### config.mk
export PLATFORM = sky130hd
export DESIGN_NAME = turnout_servo_sequencer_core
export DESIGN_NICKNAME = d
export VERILOG_FILES = /design/src/tss_pkg.sv /design/src/tss_angle.sv /design/src/tss_scale.sv /design/src/turnout_servo_sequencer_core.sv
export SDC_FILE = /design/constraint.sdc
export NUM_CORES = 2
export LEC_CHECK = 0
export BUFFER_PORTS_ARGS = -buffer_cell sky130_fd_sc_hd__buf_2
export CAP_MARGIN = 20
export CORE_MARGIN = 5
export CORE_UTILIZATION = 49
export DETAILED_ROUTE_END_ITERATION = 8
export PLACE_DENSITY = 0.65
export SLEW_MARGIN = 5
export SYNTH_ARGS = -nofsm -noshare
export SYNTH_HDL_FRONTEND = slang
export SYNTH_HIERARCHICAL = 1
export SYNTH_SLANG_ARGS = --single-unit
### constraint.sdc
create_clock -name clk -period 11.26 [get_ports clk]
set_input_delay 1.689 -clock clk [delete_from_list [all_inputs] [get_ports clk]]
set_output_delay 1.689 -clock clk [all_outputs]
set_load 0.02 [all_outputs]
### src/tss_pkg.sv
package tss_pkg;

  localparam int NUM_SERVOS  = 16;
  localparam int CH_W        = $clog2(NUM_SERVOS);
  localparam int GROUP_W     = 8;
  localparam int TICK_W      = 12;
  localparam int ANGLE_W     = 8;
  localparam int PROD_W      = ANGLE_W + TICK_W;
  localparam int MUL_W       = 21;
  localparam int RECIP_SHIFT = 28;

  localparam logic [1:0] FUNC_TICK = 2'd0;
  localparam logic [1:0] FUNC_BUS  = 2'd1;
  localparam logic [1:0] FUNC_CAL  = 2'd2;

  localparam logic [1:0] REG_INTERVAL = 2'd0;
  localparam logic [1:0] REG_MIN_TICK = 2'd1;
  localparam logic [1:0] REG_MAX_TICK = 2'd2;

  localparam logic signed [7:0] REL_LOW   = -8'sd90;
  localparam logic signed [7:0] REL_HIGH  = 8'sd90;
  localparam logic [7:0]        PHYS_MAX  = 8'd180;
  localparam logic [8:0]        DIVISOR   = 9'd180;
  // ceil(2^28 / 180), exact for every product of angle and span
  localparam logic [MUL_W-1:0]  RECIP_180 = 21'd1491309;

  typedef struct packed {
    logic [7:0]        zero;
    logic signed [7:0] left;
    logic signed [7:0] right;
    logic              div_left;
  } cal_entry_t;

  typedef struct packed {
    logic            en;
    logic [CH_W-1:0] idx;
    cal_entry_t      entry;
  } cal_wr_t;

  localparam cal_entry_t CAL_RESET = '{
    zero:     8'd90,
    left:     -8'sd40,
    right:    8'sd40,
    div_left: 1'b1
  };

endpackage

### src/tss_angle.sv
module tss_angle
  import tss_pkg::*;
(
  input  logic                   clk,
  input  logic                   rst,
  input  cal_wr_t                cal_wr,
  input  logic [CH_W-1:0]        sel_ch,
  input  logic                   sel_div,
  output logic [ANGLE_W-1:0]     phys
);

  cal_entry_t        table_q [NUM_SERVOS];
  cal_entry_t        ent;
  logic signed [7:0] sel;
  logic signed [7:0] r1;
  logic signed [7:0] r2;
  logic signed [7:0] r3;
  logic signed [7:0] r4;
  logic signed [7:0] rel;
  logic signed [9:0] sum;
  logic [7:0]        ent_zero;

  assign ent = table_q[sel_ch];

  always_comb begin
    if (sel_div) begin
      sel = ent.div_left ? ent.left : ent.right;
    end else begin
      sel = ent.div_left ? ent.right : ent.left;
    end
    r1 = (sel < REL_LOW) ? REL_LOW : sel;
    r2 = (r1 > REL_HIGH) ? REL_HIGH : r1;
    r3 = (r2 < ent.left) ? ent.left : r2;
    r4 = (r3 > ent.right) ? ent.right : r3;
  end

  // second stage uses the registered relative angle
  assign sum = $signed({2'b00, ent_zero}) + {{2{rel[7]}}, rel};

  always_ff @(posedge clk) begin
    if (rst) begin
      for (int i = 0; i < NUM_SERVOS; i++) begin
        table_q[i] <= CAL_RESET;
      end
    end else if (cal_wr.en) begin
      table_q[cal_wr.idx] <= cal_wr.entry;
    end
  end

  always_ff @(posedge clk) begin
    rel      <= r4;
    ent_zero <= ent.zero;
    if (sum < 10'sd0) begin
      phys <= '0;
    end else if (sum > $signed({2'b00, PHYS_MAX})) begin
      phys <= PHYS_MAX;
    end else begin
      phys <= sum[7:0];
    end
  end

endmodule

### src/tss_scale.sv
module tss_scale
  import tss_pkg::*;
(
  input  logic               clk,
  input  logic               rst,
  input  logic               start,
  input  logic [ANGLE_W-1:0] phys,
  input  logic [TICK_W-1:0]  min_tick,
  input  logic [TICK_W-1:0]  max_tick,
  output logic               done,
  output logic [TICK_W-1:0]  tick
);

  typedef enum logic {S_IDLE, S_DIV} sstate_t;

  sstate_t                  state;
  logic signed [TICK_W:0]   span;
  logic [TICK_W:0]          span_mag;
  logic [MUL_W-1:0]         mul_a;
  logic [MUL_W-1:0]         mul_b;
  logic [2*MUL_W-1:0]       prod;
  logic [PROD_W-1:0]        dvd;
  logic [TICK_W-1:0]        quo;
  logic                     neg;

  assign span     = $signed({1'b0, max_tick}) - $signed({1'b0, min_tick});
  assign span_mag = span[TICK_W] ? (~span + 1'b1) : span;
  // one multiplier: angle times span, then times the reciprocal of 180
  assign mul_a    = (state == S_IDLE) ? MUL_W'(phys) : MUL_W'(dvd);
  assign mul_b    = (state == S_IDLE) ? MUL_W'(span_mag[TICK_W-1:0]) : RECIP_180;
  assign prod     = mul_a * mul_b;
  assign tick     = neg ? (min_tick - quo) : (min_tick + quo);

  always_ff @(posedge clk) begin
    if (rst) begin
      state <= S_IDLE;
      done  <= 1'b0;
    end else begin
      done <= (state == S_DIV);
      case (state)
        S_IDLE: begin
          if (start) begin
            dvd   <= prod[PROD_W-1:0];
            neg   <= span[TICK_W];
            state <= S_DIV;
          end
        end
        S_DIV: begin
          quo   <= prod[RECIP_SHIFT+TICK_W-1:RECIP_SHIFT];
          state <= S_IDLE;
        end
        default: state <= S_IDLE;
      endcase
    end
  end

endmodule

### src/turnout_servo_sequencer_core.sv
// Turnout servo sequencer: one request at a time. A tick, calibration write or bus
// update that moves no servo holds the block through a check state, and also through
// the round-robin scan when that walks all sixteen servos one per cycle and finds
// nothing. A request that switches a servo takes the scan, two angle stages and two
// passes through the shared multiplier (angle times tick span, then times
// a reciprocal for the divide by 180). Results sit in an output register, so the
// next request is taken while one waits; a further switch holds in its write state
// until that register is free.
module turnout_servo_sequencer_core
  import tss_pkg::*;
(
  input  logic                    clk,
  input  logic                    rst,
  input  logic                    psel,
  input  logic                    penable,
  input  logic                    pwrite,
  input  logic [3:0]              paddr,
  input  logic [31:0]             pwdata,
  output logic [31:0]             prdata,
  output logic                    pready,
  input  logic                    in_valid,
  output logic                    in_stall,
  input  logic [1:0]              func,
  input  logic [7:0]              data_a,
  input  logic [7:0]              data_b,
  input  logic                    use_a,
  input  logic                    use_b,
  input  logic [3:0]              servo_index,
  input  logic [7:0]              zero_angle,
  input  logic signed [7:0]       left_limit,
  input  logic signed [7:0]       right_limit,
  input  logic                    diverging_left,
  output logic                    out_valid,
  input  logic                    out_stall,
  output logic [3:0]              servo_channel,
  output logic [11:0]             pwm_tick,
  output logic                    to_diverging
);

  typedef enum logic [2:0] {
    ST_IDLE, ST_CHECK, ST_SCAN, ST_SEL, ST_PHYS, ST_MUL, ST_DIV, ST_WRITE
  } state_t;

  state_t               state;
  logic [9:0]           switch_interval;
  logic [TICK_W-1:0]    min_tick;
  logic [TICK_W-1:0]    max_tick;
  logic [GROUP_W-1:0]   applied_a;
  logic [GROUP_W-1:0]   applied_b;
  logic [GROUP_W-1:0]   pend_data_a;
  logic [GROUP_W-1:0]   pend_data_b;
  logic [GROUP_W-1:0]   mask_a;
  logic [GROUP_W-1:0]   mask_b;
  logic [1:0]           group_flags;
  logic                 work_pending;
  logic [CH_W-1:0]      next_servo;
  logic [15:0]          elapsed_ms;
  logic [CH_W-1:0]      scan_n;
  logic [CH_W-1:0]      found_ch;
  logic                 found_val;

  logic                 in_accept;
  logic                 cfg_write;
  logic                 out_free;
  logic                 bus_hit;
  logic [GROUP_W-1:0]   new_mask_a;
  logic [GROUP_W-1:0]   new_mask_b;
  logic [CH_W-1:0]      scan_ch;
  logic [2:0]           scan_bit;
  logic                 scan_hit;
  logic                 scan_data;
  cal_wr_t              cal_wr;
  logic [ANGLE_W-1:0]   phys;
  logic                 scale_start;
  logic                 scale_done;
  logic [TICK_W-1:0]    scale_tick;

  assign pready    = 1'b1;
  assign in_stall  = (state != ST_IDLE);
  assign in_accept = in_valid && !in_stall;
  assign cfg_write = psel && penable && pwrite && pready;
  assign out_free  = !out_valid || !out_stall;

  always_comb begin
    case (paddr[3:2])
      REG_INTERVAL: prdata = {22'd0, switch_interval};
      REG_MIN_TICK: prdata = {20'd0, min_tick};
      REG_MAX_TICK: prdata = {20'd0, max_tick};
      default:      prdata = '0;
    endcase
  end

  assign bus_hit    = (use_a && (data_a != applied_a)) || (use_b && (data_b != applied_b));
  assign new_mask_a = use_a ? (data_a ^ applied_a) : '0;
  assign new_mask_b = use_b ? (data_b ^ applied_b) : '0;

  assign scan_ch   = next_servo + scan_n;
  assign scan_bit  = scan_ch[2:0];
  assign scan_hit  = scan_ch[3] ? (group_flags[1] && mask_b[scan_bit])
                                : (group_flags[0] && mask_a[scan_bit]);
  assign scan_data = scan_ch[3] ? pend_data_b[scan_bit] : pend_data_a[scan_bit];

  assign cal_wr.en             = in_accept && (func == FUNC_CAL);
  assign cal_wr.idx            = servo_index;
  assign cal_wr.entry.zero     = zero_angle;
  assign cal_wr.entry.left     = left_limit;
  assign cal_wr.entry.right    = right_limit;
  assign cal_wr.entry.div_left = diverging_left;

  assign scale_start = (state == ST_MUL);

  tss_angle u_angle (
    .clk     (clk),
    .rst     (rst),
    .cal_wr  (cal_wr),
    .sel_ch  (found_ch),
    .sel_div (found_val),
    .phys    (phys)
  );

  tss_scale u_scale (
    .clk      (clk),
    .rst      (rst),
    .start    (scale_start),
    .phys     (phys),
    .min_tick (min_tick),
    .max_tick (max_tick),
    .done     (scale_done),
    .tick     (scale_tick)
  );

  always_ff @(posedge clk) begin
    if (rst) begin
      state           <= ST_IDLE;
      switch_interval <= 10'd35;
      min_tick        <= 12'd110;
      max_tick        <= 12'd500;
      applied_a       <= '1;
      applied_b       <= '1;
      pend_data_a     <= '0;
      pend_data_b     <= '0;
      mask_a          <= '0;
      mask_b          <= '0;
      group_flags     <= '0;
      work_pending    <= 1'b0;
      next_servo      <= '0;
      elapsed_ms      <= '0;
      scan_n          <= '0;
      out_valid       <= 1'b0;
    end else begin
      if (cfg_write) begin
        case (paddr[3:2])
          REG_INTERVAL: switch_interval <= pwdata[9:0];
          REG_MIN_TICK: min_tick        <= pwdata[TICK_W-1:0];
          REG_MAX_TICK: max_tick        <= pwdata[TICK_W-1:0];
          default: ;
        endcase
      end
      out_valid <= (out_valid && out_stall) || ((state == ST_WRITE) && out_free);
      case (state)
        ST_IDLE: begin
          if (in_accept) begin
            if (func == FUNC_TICK) begin
              if (elapsed_ms != 16'hFFFF) begin
                elapsed_ms <= elapsed_ms + 16'd1;
              end
            end else if (func == FUNC_BUS && bus_hit) begin
              pend_data_a  <= data_a;
              pend_data_b  <= data_b;
              group_flags  <= {use_b, use_a};
              mask_a       <= new_mask_a;
              mask_b       <= new_mask_b;
              work_pending <= (new_mask_a != '0) || (new_mask_b != '0);
            end
            state <= ST_CHECK;
          end
        end
        ST_CHECK: begin
          scan_n <= '0;
          if (work_pending && (elapsed_ms >= {6'd0, switch_interval})) begin
            state <= ST_SCAN;
          end else begin
            state <= ST_IDLE;
          end
        end
        ST_SCAN: begin
          if (scan_hit) begin
            found_ch  <= scan_ch;
            found_val <= scan_data;
            state     <= ST_SEL;
          end else if (scan_n == CH_W'(NUM_SERVOS - 1)) begin
            work_pending <= 1'b0;
            mask_a       <= '0;
            mask_b       <= '0;
            state        <= ST_IDLE;
          end else begin
            scan_n <= scan_n + 1'b1;
          end
        end
        ST_SEL:  state <= ST_PHYS;
        ST_PHYS: state <= ST_MUL;
        ST_MUL:  state <= ST_DIV;
        ST_DIV: begin
          if (scale_done) begin
            state <= ST_WRITE;
          end
        end
        ST_WRITE: begin
          if (out_free) begin
            servo_channel <= found_ch;
            pwm_tick      <= scale_tick;
            to_diverging  <= found_val;
            if (found_ch[3]) begin
              applied_b[found_ch[2:0]] <= found_val;
              mask_b[found_ch[2:0]]    <= 1'b0;
            end else begin
              applied_a[found_ch[2:0]] <= found_val;
              mask_a[found_ch[2:0]]    <= 1'b0;
            end
            next_servo <= found_ch + 1'b1;
            elapsed_ms <= '0;
            state      <= ST_IDLE;
          end
        end
        default: state <= ST_IDLE;
      endcase
    end
  end

`ifndef SYNTH
  a_busy_after_request: assert property (@(posedge clk) disable iff (rst)
    in_accept |=> in_stall)
    else $error("block took a request without going busy");

  a_done_only_in_div: assert property (@(posedge clk) disable iff (rst)
    scale_done |-> (state == ST_DIV))
    else $error("scale unit finished outside the divide wait");

  a_switch_restarts_gap: assert property (@(posedge clk) disable iff (rst)
    (state == ST_WRITE && out_free) |=> (out_valid && elapsed_ms == 16'd0))
    else $error("switch issued without result or gap timer restart");
`endif

endmodule
==> results.json <==
{
  "slew_headroom_pct": 27.11,
  "crit_path_end_kind": "register",
  "post-place-cells": 4693,
  "grt_antenna_before_repair": 13,
  "tritoncts": "yes",
  "crit_slowest_cell": "sky130_fd_sc_hd__edfxtp_1",
  "ctsLongestPathBuffers": 3,
  "grt_max_degree": 50,
  "critical_path_cell_count": 35,
  "ys_seq_elements": 594,
  "port-buffer-count": 100,
  "synth.top_cell.area_share_pct": 33.88,
  "critPathArrivalTime_ns": 10.62,
  "ant_nets": 0,
  "post_synth_instance_area_sq_um": 40320,
  "syn_inst": 3596,
  "tritoncts.num_buffers": 66,
  "ir_drop_mv": 0.1548,
  "design.core.area_sq_um": 81850,
  "critical_path.max_fanout": 20,
  "cell_depth_of_the_worst_flop_to_flop_path": 35,
  "via_count": 26730,
  "layout.area.seq_sq_um": 16450,
  "die_wd_um": 296.9,
  "synthFlopType": "sky130_fd_sc_hd__edfxtp_1",
  "finalMaxSlewViolations": 0,
  "cts_hold_buffers": 0,
  "grt_setup_unrepaired": "false",
  "final_min_period_over_clock_period_pct": 89.82,
  "critical_path.n_buffers_inverters": 1,
  "clkTransAtPathRegs_ns": 0.06,
  "cts.sinks": 594,
  "grt_remaining_overflow": 0,
  "drt_pass1_iterations": 6,
  "fp.dieArea_sq_um": 88130,
  "initialDrtViolationCount": 2305,
  "hold_ws_ns": 0.4519,
  "timing_limited_maximum_frequency_mhz": 98.88,
  "wl_per_cell_um": 20.78,
  "synth.top_cells.by_count": "sky130_fd_sc_hd__edfxtp_1 (455), sky130_fd_sc_hd__inv_1 (454), sky130_fd_sc_hd__nand2_1 (277)",
  "ctsResizeCount": 0,
  "final_skew_ns": 0.04600,
  "fillCellCount": 7087,
  "fin_cells": 4816,
  "nets": 4290,
  "finalPower_uw": 6732,
  "cts_htree_levels": 3,
  "max_cap_violations": 0,
  "hpwl_um": 68750,
  "track_usage_pct": 22.66,
  "final_layout_size_suffix_gt1_share_pct": 12.51,
  "synth_top_cell_by_area": "sky130_fd_sc_hd__edfxtp_1",
  "dieHeight_um": 296.9,
  "critical-path-top-delay-family": "compound AO/OA/AOI/OAI gates",
  "run_status": "completed",
  "power-per-cell-area_nw_per_um2": 152.1,
  "sequential_to_total_area_share_from_yosys_stat_pct": 40.78,
  "cp.required_ns": 11.77,
  "final_weighted_congestion_of_routability_driven_global_placement": 0.8889,
  "routed_wl_um": 100100,
  "async_reset_ff_share_pct": 0,
  "worst-slew-pin-transition_ns": 1.092,
  "post_synth_main_area_contributors": "sky130_fd_sc_hd__edfxtp_1 (34%), sky130_fd_sc_hd__fa_1 (12%), sky130_fd_sc_hd__ha_1 (7.9%)",
  "min-delay-path-class": "register to register",
  "worst_skew_pair.late_latency_ns": 0.64,
  "first_global_vias": 27170,
  "floorplan.initialDensity_pct": 49.27,
  "timing_hold_violations_final": 0,
  "synth.yosys.warnings": 6,
  "synth-edff-count": 455,
  "setup_total_negative_slack_ns": 0,
  "cpMostUsedCell": "sky130_fd_sc_hd__o21a_1",
  "synth_cell_type_count": 100,
  "path_class": "register to register",
  "final-setup-viol-count": 0,
  "multi_input_logic_area_sq_um": 21510,
  "global_route_wire_length_before_repair_um": 157000,
  "syn2layout_area_growth_pct": 9.727,
  "total_leakage_power_uw": 0.01788,
  "rows": 105,
  "cell_with_the_most_instances_after_synthesis": "sky130_fd_sc_hd__edfxtp_1",
  "io_pins": 144,
  "syn_avg_cell_area_sq_um": 11.21,
  "timing.final.crit_period_ns": 10.11,
  "min_path_cells": 2,
  "cts.root.buffer_cell": "sky130_fd_sc_hd__clkbuf_16",
  "drc": 0,
  "crit_path_start_kind": "register",
  "cts_setup_buffers": 0,
  "critical-path-max-stage-delay_ns": 0.71,
  "vias_per_cell": 5.549
}
[per-stage QoR]
step | instance area, sq um | utilization, % | setup slack (ns)
after floorplan | 40620 | - | 2.929
after global placement | 41910 | 51.20 | 1.469
after detailed placement | 41910 | 51.21 | 1.323
after CTS | 44230 | 54.04 | 1.288
after global routing | 44240 | 54.05 | 0.7468
final | 44250 | 54.06 | 1.146
[state kept, by name (all words and copies together) (netlist names), 10 cells and up]
register         cells
u_scale/quo         12
pwm_tick            12
min_tick            12
elapsed_ms          16
u_angle/table_q    400
u_scale/dvd         20
max_tick            12
switch_interval     10
[layout by cell type (no fill, tap or decap), types with 33 or more instances in the layout]
master,instances
sky130_fd_sc_hd__mux2i_1,33
sky130_fd_sc_hd__nand3_1,55
sky130_fd_sc_hd__fa_1,251
sky130_fd_sc_hd__nor3_1,34
sky130_fd_sc_hd__mux4_2,109
sky130_fd_sc_hd__and2_1,251
sky130_fd_sc_hd__edfxtp_1,455
sky130_fd_sc_hd__dfxtp_1,139
sky130_fd_sc_hd__conb_1,82
sky130_fd_sc_hd__ha_1,256
sky130_fd_sc_hd__buf_2,100
sky130_fd_sc_hd__or3_1,139
sky130_fd_sc_hd__nand2_1,277
sky130_fd_sc_hd__xnor2_1,74
sky130_fd_sc_hd__a21oi_1,128
sky130_fd_sc_hd__inv_1,454
sky130_fd_sc_hd__clkbuf_16,67
sky130_fd_sc_hd__nand2b_1,60
sky130_fd_sc_hd__nor2_1,166
sky130_fd_sc_hd__buf_4,48
sky130_fd_sc_hd__o21ai_0,72
[final cells by class]
type	instances	area share, %
Tap cell	1070	3.026
Timing Repair Buffer	150	2.036
Sequential cell	594	37.17
Inverter	458	3.885
Antenna cell	6	0.03393
Multi-Input combinational cell	2421	48.61
Clock inverter	39	1.292
Clock buffer	78	3.950
[layer usage]
layer	up-vias	GRT usage (%)	part of all wire [%]
li1	12490	-	-
met2	812	38.52	49
met3	182	4.068	6.2
met5	-	0.4870	0.12
met1	13230	30.13	42
met4	12	6.371	2.8
[tightest hold or removal path, cell delays in order (launching register included)]
cell,delay [ns]
sky130_fd_sc_hd__dfxtp_1,0.31
sky130_fd_sc_hd__nand2_1,0.05
sky130_fd_sc_hd__a21oi_1,0.05
[report_power, final]
group | total, uW | internal [uW] | switching (uW) | leakage (uW)
clock network | 2290 | 1340 | 945 | 0.00113
registers | 2470 | 2460 | 17.5 | 0.00517
logic | 1970 | 783 | 1190 | 0.0116
[path summary, 6_finish.rpt]
check / endpoint / slack, ns / start
min reg2reg: pend_data_b[4] / 0.45 / pend_data_b[4]
max: u_angle/rel[1] / 1.15 / found_ch[0]
min: pend_data_b[4] / 0.45 / pend_data_b[4]
max reg2reg: u_angle/rel[1] / 1.15 / found_ch[0]
[kinds of logic after synthesis]
| family | synth area share (%) |
|---|---|
| AND/OR/NAND/NOR | 14.76 |
| buffers and inverters | 6.680 |
| flip-flops | 40.78 |
| adder cells (fa/ha/maj) | 20.40 |
| AO/OA/AOI/OAI | 7.490 |
| multiplexers | 7.503 |
| XOR/XNOR | 2.339 |
| other | 0.03722 |
Note: power is estimated with default switching activity, not from simulation.
